$ cat src/sv/spwm_pkg.sv
// shared codes, types and secded helper functions for the protected word memory
package spwm_pkg;

    localparam int WORDS_DEFAULT = 1024;

    localparam int DATA_W  = 32;
    localparam int CHECK_W = 7;
    localparam int CW_W    = DATA_W + CHECK_W;
    localparam int SYN_W   = 6;

    localparam logic [2:0] KIND_WR_WORD = 3'd0;
    localparam logic [2:0] KIND_WR_HALF = 3'd1;
    localparam logic [2:0] KIND_WR_BYTE = 3'd2;
    localparam logic [2:0] KIND_RD_WORD = 3'd3;
    localparam logic [2:0] KIND_RD_HALF = 3'd4;
    localparam logic [2:0] KIND_RD_BYTE = 3'd5;
    localparam logic [2:0] KIND_RAW     = 3'd6;

    localparam logic [1:0] STATUS_OK       = 2'd0;
    localparam logic [1:0] STATUS_MISALIGN = 2'd1;
    localparam logic [1:0] STATUS_RANGE    = 2'd2;

    localparam logic [SYN_W-1:0] SYN_MAX = 6'd38;

    localparam logic [SYN_W-1:0] HAM_POS [DATA_W] = '{
        6'd3,  6'd5,  6'd6,  6'd7,  6'd9,  6'd10, 6'd11, 6'd12,
        6'd13, 6'd14, 6'd15, 6'd17, 6'd18, 6'd19, 6'd20, 6'd21,
        6'd22, 6'd23, 6'd24, 6'd25, 6'd26, 6'd27, 6'd28, 6'd29,
        6'd30, 6'd31, 6'd33, 6'd34, 6'd35, 6'd36, 6'd37, 6'd38
    };

    typedef struct packed {
        logic [DATA_W-1:0] rdata;
        logic [CW_W-1:0]   codeword;
        logic              corrected;
        logic              detected;
    } spwm_codec_t;

    function automatic logic [SYN_W-1:0] ham_bits(input logic [DATA_W-1:0] d);
        logic [SYN_W-1:0] h;
        h = '0;
        for (int i = 0; i < DATA_W; i++) begin
            if (d[i]) begin
                h = h ^ HAM_POS[i];
            end
        end
        return h;
    endfunction

    function automatic logic [CW_W-1:0] encode(input logic [DATA_W-1:0] d);
        logic [SYN_W-1:0] h;
        logic             p;
        h = ham_bits(d);
        p = (^d) ^ (^h);
        return {p, h, d};
    endfunction

endpackage

$ cat src/sv/spwm_codec.sv
// secded decode, sub-word merge and re-encode of one stored codeword
module spwm_codec (
    input  logic [spwm_pkg::CW_W-1:0]   codeword,
    input  logic [2:0]                  kind,
    input  logic [1:0]                  offset,
    input  logic [spwm_pkg::DATA_W-1:0] wdata,
    input  logic [spwm_pkg::CHECK_W-1:0] raw_check,
    output spwm_pkg::spwm_codec_t       result
);
    import spwm_pkg::*;

    logic [DATA_W-1:0] stored_data;
    logic [SYN_W-1:0]  stored_ham;
    logic              stored_par;
    logic [SYN_W-1:0]  syn;
    logic              odd;
    logic [DATA_W-1:0] flip;
    logic [DATA_W-1:0] fixed;
    logic [DATA_W-1:0] merged;
    logic              cor;
    logic              det;

    assign stored_data = codeword[DATA_W-1:0];
    assign stored_ham  = codeword[DATA_W+SYN_W-1:DATA_W];
    assign stored_par  = codeword[CW_W-1];
    assign syn         = ham_bits(stored_data) ^ stored_ham;
    assign odd         = (^stored_data) ^ (^stored_ham) ^ stored_par;

    always_comb begin
        for (int i = 0; i < DATA_W; i++) begin
            flip[i] = (HAM_POS[i] == syn);
        end
    end

    always_comb begin
        cor   = 1'b0;
        det   = 1'b0;
        fixed = stored_data;
        if (syn != '0 || odd) begin
            if (!odd || syn > SYN_MAX) begin
                det = 1'b1;
            end else begin
                cor   = 1'b1;
                fixed = stored_data ^ flip;
            end
        end
    end

    always_comb begin
        merged = fixed;
        case (kind)
            KIND_WR_WORD: merged = wdata;
            KIND_WR_HALF: begin
                if (offset[1]) begin
                    merged[31:16] = wdata[15:0];
                end else begin
                    merged[15:0] = wdata[15:0];
                end
            end
            KIND_WR_BYTE: begin
                case (offset)
                    2'd0:    merged[7:0]   = wdata[7:0];
                    2'd1:    merged[15:8]  = wdata[7:0];
                    2'd2:    merged[23:16] = wdata[7:0];
                    default: merged[31:24] = wdata[7:0];
                endcase
            end
            default: merged = fixed;
        endcase
    end

    always_comb begin
        result.corrected = cor;
        result.detected  = det;
        if (kind == KIND_RAW) begin
            result.codeword = {raw_check, wdata};
        end else begin
            result.codeword = encode(merged);
        end
        case (kind)
            KIND_RD_WORD: result.rdata = fixed;
            KIND_RD_HALF: result.rdata = {16'd0, offset[1] ? fixed[31:16] : fixed[15:0]};
            KIND_RD_BYTE: begin
                case (offset)
                    2'd0:    result.rdata = {24'd0, fixed[7:0]};
                    2'd1:    result.rdata = {24'd0, fixed[15:8]};
                    2'd2:    result.rdata = {24'd0, fixed[23:16]};
                    default: result.rdata = {24'd0, fixed[31:24]};
                endcase
            end
            default: result.rdata = '0;
        endcase
    end

endmodule

$ cat config.mk
export PLATFORM = sky130hd
export DESIGN_NAME = spwm_codec
export DESIGN_NICKNAME = d
export VERILOG_FILES = /design/src/sv/spwm_pkg.sv /design/src/sv/spwm_codec.sv
export SDC_FILE = /design/constraint.sdc
export NUM_CORES = 1
export LEC_CHECK = 0
export BUFFER_PORTS_ARGS = -buffer_cell sky130_fd_sc_hd__buf_2
export CAP_MARGIN = 20
export CELL_PAD_IN_SITES_DETAIL_PLACEMENT = 0
export CELL_PAD_IN_SITES_GLOBAL_PLACEMENT = 1
export CORE_AREA = 2 2 108 110
export DETAILED_ROUTE_END_ITERATION = 6
export DIE_AREA = 0 0 110 112
export GPL_ROUTABILITY_DRIVEN = 0
export PLACE_DENSITY = 0.95
export SYNTH_ARGS = -nofsm -noshare
export SYNTH_HDL_FRONTEND = slang
export SYNTH_SLANG_ARGS = --single-unit
export TNS_END_PERCENT = 5
$ cat constraint.sdc
create_clock -name vclk -period 11.25
set_clock_uncertainty 0.15 [all_clocks]
set_input_delay 1.125 -clock vclk [all_inputs]
set_output_delay 1.125 -clock vclk [all_outputs]
set_load 0.02 [all_outputs]
==> results, run 1 <==
- The number of nets in the synthesized netlist is 697.
- The start point of the worst min-delay path is raw_check[2].
- The number of post-CTS setup repair buffers is 0.
- The first global-routing pass estimated 26.9 mm of wire.
- The post-route netlist has a little under a quarter of its cells at a drive strength greater than 1.
- Once placement finished, the instance area stood at 5100 um^2.
- The setup violation total in the final timing report is 0.
- The count of port buffers added during placement is 156.
- Summing every instance area after synthesis gives 4260 um^2.
- The average detailed-routed wire length per instance is 20.7 um.
- After routing, the total negative slack on setup checks comes to 0 ns.
- The routed design has 18.2 mm of wire.
- The tool flagged a number of max-cap violations equal to 0.
- The overflow left after global routing is 0.
- The power density over the cells is 236 nW/um^2.
- Prior to clock tree synthesis, the placed netlist has a worst setup slack of 3.56 ns.
- The die span in x is around 110 um.
- The count of cells resized by post-cts repair is 0.
- The post-layout total power is about 1.2 mW.
- The required time at the endpoint of the critical path is 9.98 ns.
- The routed layout has between 5000 and 6000 vias.
- The post-detailed-route via-to-cell ratio is 6.04.
- In this design, the stage delay of the slowest critical-path cell is 0.50 ns.
- The count of warnings emitted by yosys is 0.
- For the pin with the worst max-slew slack, the measured transition is 1.31 ns.
- The final-layout clock buffer total is 0.
- The critical path launch point is codeword[14].
- Registers take 0 um^2.
- The final hold slack is about 2.4 ns.
- The sum of net half-perimeters after detailed placement is 14.5 mm.
- The worst-path cell with the longest stage delay is xor3_1.
- The floorplan has 39 rows.
- The data arrival time of the critical path is 6.24 ns.
- In this run, the number of DRC markers left after iteration 0 of detailed routing was 580.
- The count of endpoints failing hold in the final timing report is 0.
- Traced cell by cell, the critical path runs through buf_2 > xnor2_1 > xnor3_1 > xor3_1 > nor2_1 > inv_1 > nor3_1 > xnor2_1 > a21oi_1 > xnor2_1 > xor3_1 > xnor3_2 > xnor3_1 > xnor3_1 > mux2_1 > buf_2.
- The die is 112 um tall.
- The area of the die is 12300 um^2.
- The layout has 1190 filler cells.
- The endpoint kind of the worst setup timing path is a primary output.
- The final worst slack is 3.74 ns.
- The worst path uses 66.8% of the clock period.
- For this run, design rule violations remaining after detail routing come to 0.
- The most common library cell in the layout ignoring fill and taps is buf_2.
- Derived from the worst setup path, the maximum achievable clock frequency is 133 MHz.
- Counting distinct cell types in the post-synthesis netlist gives 57.
- The initial antenna violation count is 0.
- The count of hold-fix buffers inserted at cts is 0.
- The top fanout value on the critical path is 8.
- The pin count of the biggest net entering global routing is 45.
- The clock period could shrink to 7.51 ns.
- The finished cells cover 5100 um^2.
- The final antenna-violating net count is 0.
- The number of nets in the layout is just over 800.
- The floorplan step defined a core boundary enclosing ~11000 um^2.
- Sequential cells were found to cover 0% of the synthesized design area.
- In this run the static leakage power is between 2 and 2.5 nW.
- Setup repair after global routing left no endpoint under its margin.
- The starting utilization of the core area is 38.1%.
- For this run, the detailed router's first-pass iteration total came to 6.
- The top cell types in the final layout, fill and taps aside, are 156 x buf_2, 89 x nand2_1, 85 x nor2_1.
- The average instance in the mapped netlist occupies 6.93 um^2.
- The worst supply voltage drop on vdd is between 0.2 and 0.3 mV.
- The final layout contains a sequential cell count of 0.
- The tightest min-delay check is of the primary input to primary output type.
- The max-slew violation count is 0.
- The worst setup path is launched from a primary input.
- The cell count after synthesis came out at 614.
- The critical setup path kind is primary input to primary output.
- Global routing used 28.5% of the available tracks across all layers.
- The top-level port count is 156.
- The layout overhead on the synthesized area is 19.9%.
- The flow ran to the end, and the final reports show no timing, DRC or antenna violations.
- The relative max-transition margin is 12.8%.
- The number of diodes added for antenna fixing is 0.
- The number of global-route vias before repair is roughly 4800.
-- where the power goes --
| part | switching [mW] | internal [mW] | leakage (nW) |
|---|---|---|---|
| logic | 0.685 | 0.520 | 2.29 |
| clock network | 0 | 0 | 0 |
| registers | 0 | 0 | 0 |
| total | 0.685 | 0.520 | 2.29 |
-- area by class of cell --
type               count  area, um^2  share of cell area [%]
multi-input cells    566        4070                    79.7
repair buffers       162         826                    16.2
well taps            143         179                    3.51
inverters              9        33.8                   0.662
-- synth_stat cells, drive strengths merged (2+ instances only) --
library cell / n / area share [%]
a211oi: 3 / 0.53
a21boi: 2 / 0.35
a21o: 4 / 0.71
a21oi: 34 / 4.0
a221oi: 5 / 1.0
a22o: 8 / 1.6
a22oi: 10 / 1.8
a31oi: 8 / 1.2
a32o: 4 / 0.94
and2: 6 / 0.88
and3: 2 / 0.29
and4: 2 / 0.41
buf: 6 / 0.79
clkbuf: 33 / 2.9
clkinv: 2 / 0.18
inv: 7 / 0.62
mux2: 2 / 0.53
mux4: 7 / 3.7
nand2: 89 / 7.8
nand2b: 5 / 0.73
nand3: 24 / 2.8
nand4: 10 / 1.5
nor2: 85 / 7.5
nor2b: 2 / 0.29
nor3: 12 / 1.4
nor4: 3 / 0.44
o21a: 2 / 0.35
o21ai: 48 / 5.6
o22a: 12 / 2.5
o22ai: 9 / 1.3
o31a: 4 / 0.82
o31ai: 4 / 1.0
o32ai: 2 / 0.41
or2: 2 / 0.29
or4: 2 / 0.35
xnor2: 70 / 14
xnor3: 26 / 14
xor2: 43 / 9.0
xor3: 6 / 3.4
-- path summary, 6_finish.rpt --
path / end / slack, ns / cells past startpoint
max: result[40] / 3.74 / 16
min: result[36] / 2.41 / 4
-- metrics by stage --
| step | utilization [%] | instances |
|---|---|---|
| floorplan | - | 614 |
| CTS | 45.6 | 879 |
| global placement | 45.6 | 879 |
| detailed placement | 45.6 | 879 |
| finish | 45.7 | 880 |
| global route | 45.7 | 880 |
-- critical path: cells and delay by family --
family                    cells  cell delay [ns]
AOI/OAI and AO/OA             1             0.27
and+or+nand+nor               2             0.71
muxes                         1             0.29
buffers and inverters         3             0.49
xor gates and xnor gates      9             3.35
-- cell families (layout without fill, tap and decap cells) --
| logic type | count (synthesis) | after routing | share of synthesized area [%] |
|---|---|---|---|
| and+or+nand+nor | 247 | 247 | 25.3 |
| AOI/OAI and AO/OA | 165 | 165 | 25.4 |
| xor gates and xnor gates | 145 | 145 | 40.6 |
| buffers and inverters | 48 | 171 | 4.50 |
| muxes | 9 | 9 | 4.23 |
-- metal layers --
layer | wire length [um] | up-vias | global-route usage (%) | share of wire, %
met1 | 7010 | 2409 | 39.2 | 39
met2 | 7730 | 398 | 43.6 | 43
met4 | 1010 | 0 | 11.6 | 5.5
met3 | 2430 | 67 | 4.86 | 13
met5 | 0 | - | 0 | 0
li1 | - | 2445 | - | -
Note: power is estimated with default switching activity, not from simulation.
==> run 2, diff against run 1 <==
CORE_AREA = 2 2 117 119   (was 2 2 108 110)
DIE_AREA = 0 0 119 121   (was 0 0 110 112)
PLACE_DENSITY = 0.88   (was 0.95)
clock period = 6.4 ns   (was 11.25 ns; I/O delays follow)
==> run 2 against run 1 <==
Effect of this change: non-clock buffer count increased by 37; wire length increased by 3.0%; final cell count increased by 8.0%; flip-flop and latch count unchanged; sequential share of layout area unchanged; critical path depth unchanged; worst hold slack got worse by 0.97 ns; largest power group unchanged.
==> results, run 2 (synthesis gave the netlist of run 1 again) <==
- The relative contribution of combinational cells to total power is 100.0% (about the same).
- The final routed DRC violation total was 0 (unchanged).
- The worst-margin pin slew is 0.685 ns (was 1.31 ns).
- The count of TritonRoute iterations in the first routing pass was 5 (was 6).
- The initial antenna violation count is 0 (unchanged).
- The final-layout clock buffer total is 0 (unchanged).
- The standard cell core area is 13100 um^2 (was 11200 um^2).
- The overflow left after global routing came to 0 (unchanged).
- The top fanout value on the critical path is 10 (was 8).
- The layout overhead on the synthesized area is 28.9% (was 19.9%).
- The type of element launching the critical path is a primary input (unchanged).
- The die span in y is 121 um (was 112 um).
- The internal power component is 1.03 mW (was 0.520 mW).
- The count of endpoints failing hold in the final timing report is 0 (unchanged).
- The number of diodes added for antenna fixing is 0 (unchanged).
- The number of fill cells in the layout is 1383 (was 1190).
- The final period demand of the worst path is 6.13 ns.
- The share of final-layout standard cells stronger than drive strength 1 is 28.3% (was 23.9%).
- The worst supply voltage drop on vdd is 0.346 mV (was 0.263 mV).
- The number of global-route vias before repair is 5029 (was 4833).
- The part of the power in registers was 0% (about the same).
- The total global routing track utilization is 25.1% (was 28.5%).
- The required time at the endpoint of the critical path is 5.61 ns (was 9.98 ns).
- The critical setup path kind is primary input to primary output (unchanged).
- The met3 track demand over resource in global routing came to 3.34% (was 4.86%).
- The most common library cell in the layout ignoring fill and taps was buf_2 (unchanged).
- The number of nets in the layout is 859 (was 822).
- The die span in x is 119 um (was 110 um).
- The starting utilization of the core area is 32.5% (was 38.1%).
- The count of port buffers added during placement came to 156 (unchanged).
- The initial detailed-routing violation count came to 732 (was 580).
- Timing would allow up to 163 MHz.
- The design area was 5490 um^2 (was 5100 um^2).
- The placement row count is 42 (was 39).
- The placed instance area came to 5450 um^2 (was 5100 um^2).
- The power density over the cells is 418 nW/um^2 (was 236 nW/um^2).
- The met2 routing resource usage after global routing is 41.2% (was 43.6%).
- The switching fraction of total power came to 54.9% (was 56.8%).
- The first-pass GRT wire length is 28.4 mm (was 26.9 mm).
- The post-detailed-route via-to-cell ratio is 5.62 (was 6.04).
- The most utilized layer in the global route result is met2 (unchanged).
- The data arrival time of the critical path is 5.34 ns (was 6.24 ns).
- The area occupied by registers is 0 um^2 (unchanged).
- The pin count of the biggest net entering global routing is 45 (unchanged).
- The sequential cell count of the final layout is 0 (unchanged).
- The endpoint kind of the worst setup timing path is a primary output (unchanged).
- The average detailed-routed wire length per instance is 19.7 um (was 20.7 um).
- The final antenna-violating net count is 0 (unchanged).
- Unrepaired setup endpoints after global routing: false (unchanged).
- The top-level port count was 156 (unchanged).
- The class of the tightest hold or removal check is primary input to primary output (unchanged).
- The switching component of the power is 1.26 mW (was 0.685 mW).
- Run status: finished clean (unchanged).
- The wire length after detailed routing came to 18.7 mm (was 18.2 mm).
- The met1 routing resource usage after global routing is 33.7% (was 39.2%).
- The sum of net half-perimeters after detailed placement is 15.4 mm (was 14.5 mm).
- The number of post-CTS setup repair buffers is 0 (unchanged).
- The final critical path takes up a little over nine tenths of the cycle.
- The max-slew violation count is 0 (unchanged).
- The number of violations of the max-capacitance limit is 0 (unchanged).
- The setup violation total in the final timing report was 0 (unchanged).
- The static leakage power is 2.49 nW (was 2.29 nW).
- The sum of negative setup slack is 0 ns (unchanged).
- The relative max-transition margin came to 53.8% (was 12.8%).
- The number of vias in the routed layout is 5342 (was 5319).
- The share of total power in the clock network is 0% (about the same).
- The area of the die is 14400 um^2 (was 12300 um^2).
- Commonest non-fill, non-tap cells in the layout: 156 x buf_2, 89 x nand2_1, 85 x nor2_1 (unchanged).
==> run 2: cell types whose count changed in the layout (fill, tap and decap cells not counted) <==
| cell | before | now |
|---|---|---|
| buf_12 | 0 | 2 |
| buf_4 | 6 | 41 |
| xnor2_1 | 70 | 69 |
| xnor2_2 | 0 | 1 |
| xnor3_1 | 25 | 24 |
| xnor3_2 | 1 | 2 |
| xor2_1 | 42 | 38 |
| xor2_2 | 1 | 5 |
==> run 2: critical path: stages <==
cell     delay [ns]
buf_2          0.13
xor2_1         0.32
xnor2_1        0.16
xnor2_1        0.31
xnor3_1        0.44
xnor2_2        0.48
nor3_1         0.15
xnor2_1        0.51
a32oi_1        0.26
xnor2_1        0.26
xnor3_1        0.29
xnor3_2        0.40
xnor3_1        0.35
xnor3_1        0.18
mux2_1         0.29
buf_2          0.16
==> run 2: metrics by stage <==
stage | total power [mW] | hold slack (ns) | util (%) | std cells | worst slack (ns)
finish | 2.29 | 1.43 | 41.9 | 950 | 0.275
global route | 2.46 | 1.46 | 41.9 | 950 | 0.00431
CTS | 2.26 | 1.44 | 41.6 | 950 | 0.0727
detailed placement | 2.26 | 1.44 | 41.6 | 950 | 0.0803
global placement | 2.25 | 1.43 | 41.6 | 950 | 0.141
floorplan | 1.62 | 1.29 | - | 614 | 0.408
==> run 2: path summary, 6_finish.rpt <==
check / startpoint / to / slack (ns) / depth (start not counted)
worst min-delay path: raw_check[2] / result[36] / 1.43 / 4
worst max-delay path: codeword[27] / result[40] / 0.27 / 16
==> run 2: repair_timing <==
item / CTS / global route
setup endpoints to repair: 0 / 1
hold buffers: 0 / 0
resized for setup: 0 / 6
==> run 2: final cells by class <==
cell class / instances / area (um^2) / area share [%]
repair buffers: 199 / 1130 / 20.6
multi-input cells: 566 / 4100 / 74.8
inverters: 9 / 33.8 / 0.616
well taps: 176 / 220 / 4.01
==> run 2: per-layer routing <==
metal	routed length, um	vias up	part of all wire [%]
li1	-	2509	-
met1	7700	2459	41
met2	8550	320	46
met3	1700	54	9.1
met4	759	0	4.1
met5	0	-	0
==> run 2: power by group through the flow <==
stage,Clock [mW],Combinational [mW],Sequential (mW)
2_1_floorplan,0,1.62,0
3_5_place_dp,0,2.26,0
3_3_place_gp,0,2.25,0
6_report,0,2.29,0
5_1_grt,0,2.46,0
4_1_cts,0,2.26,0
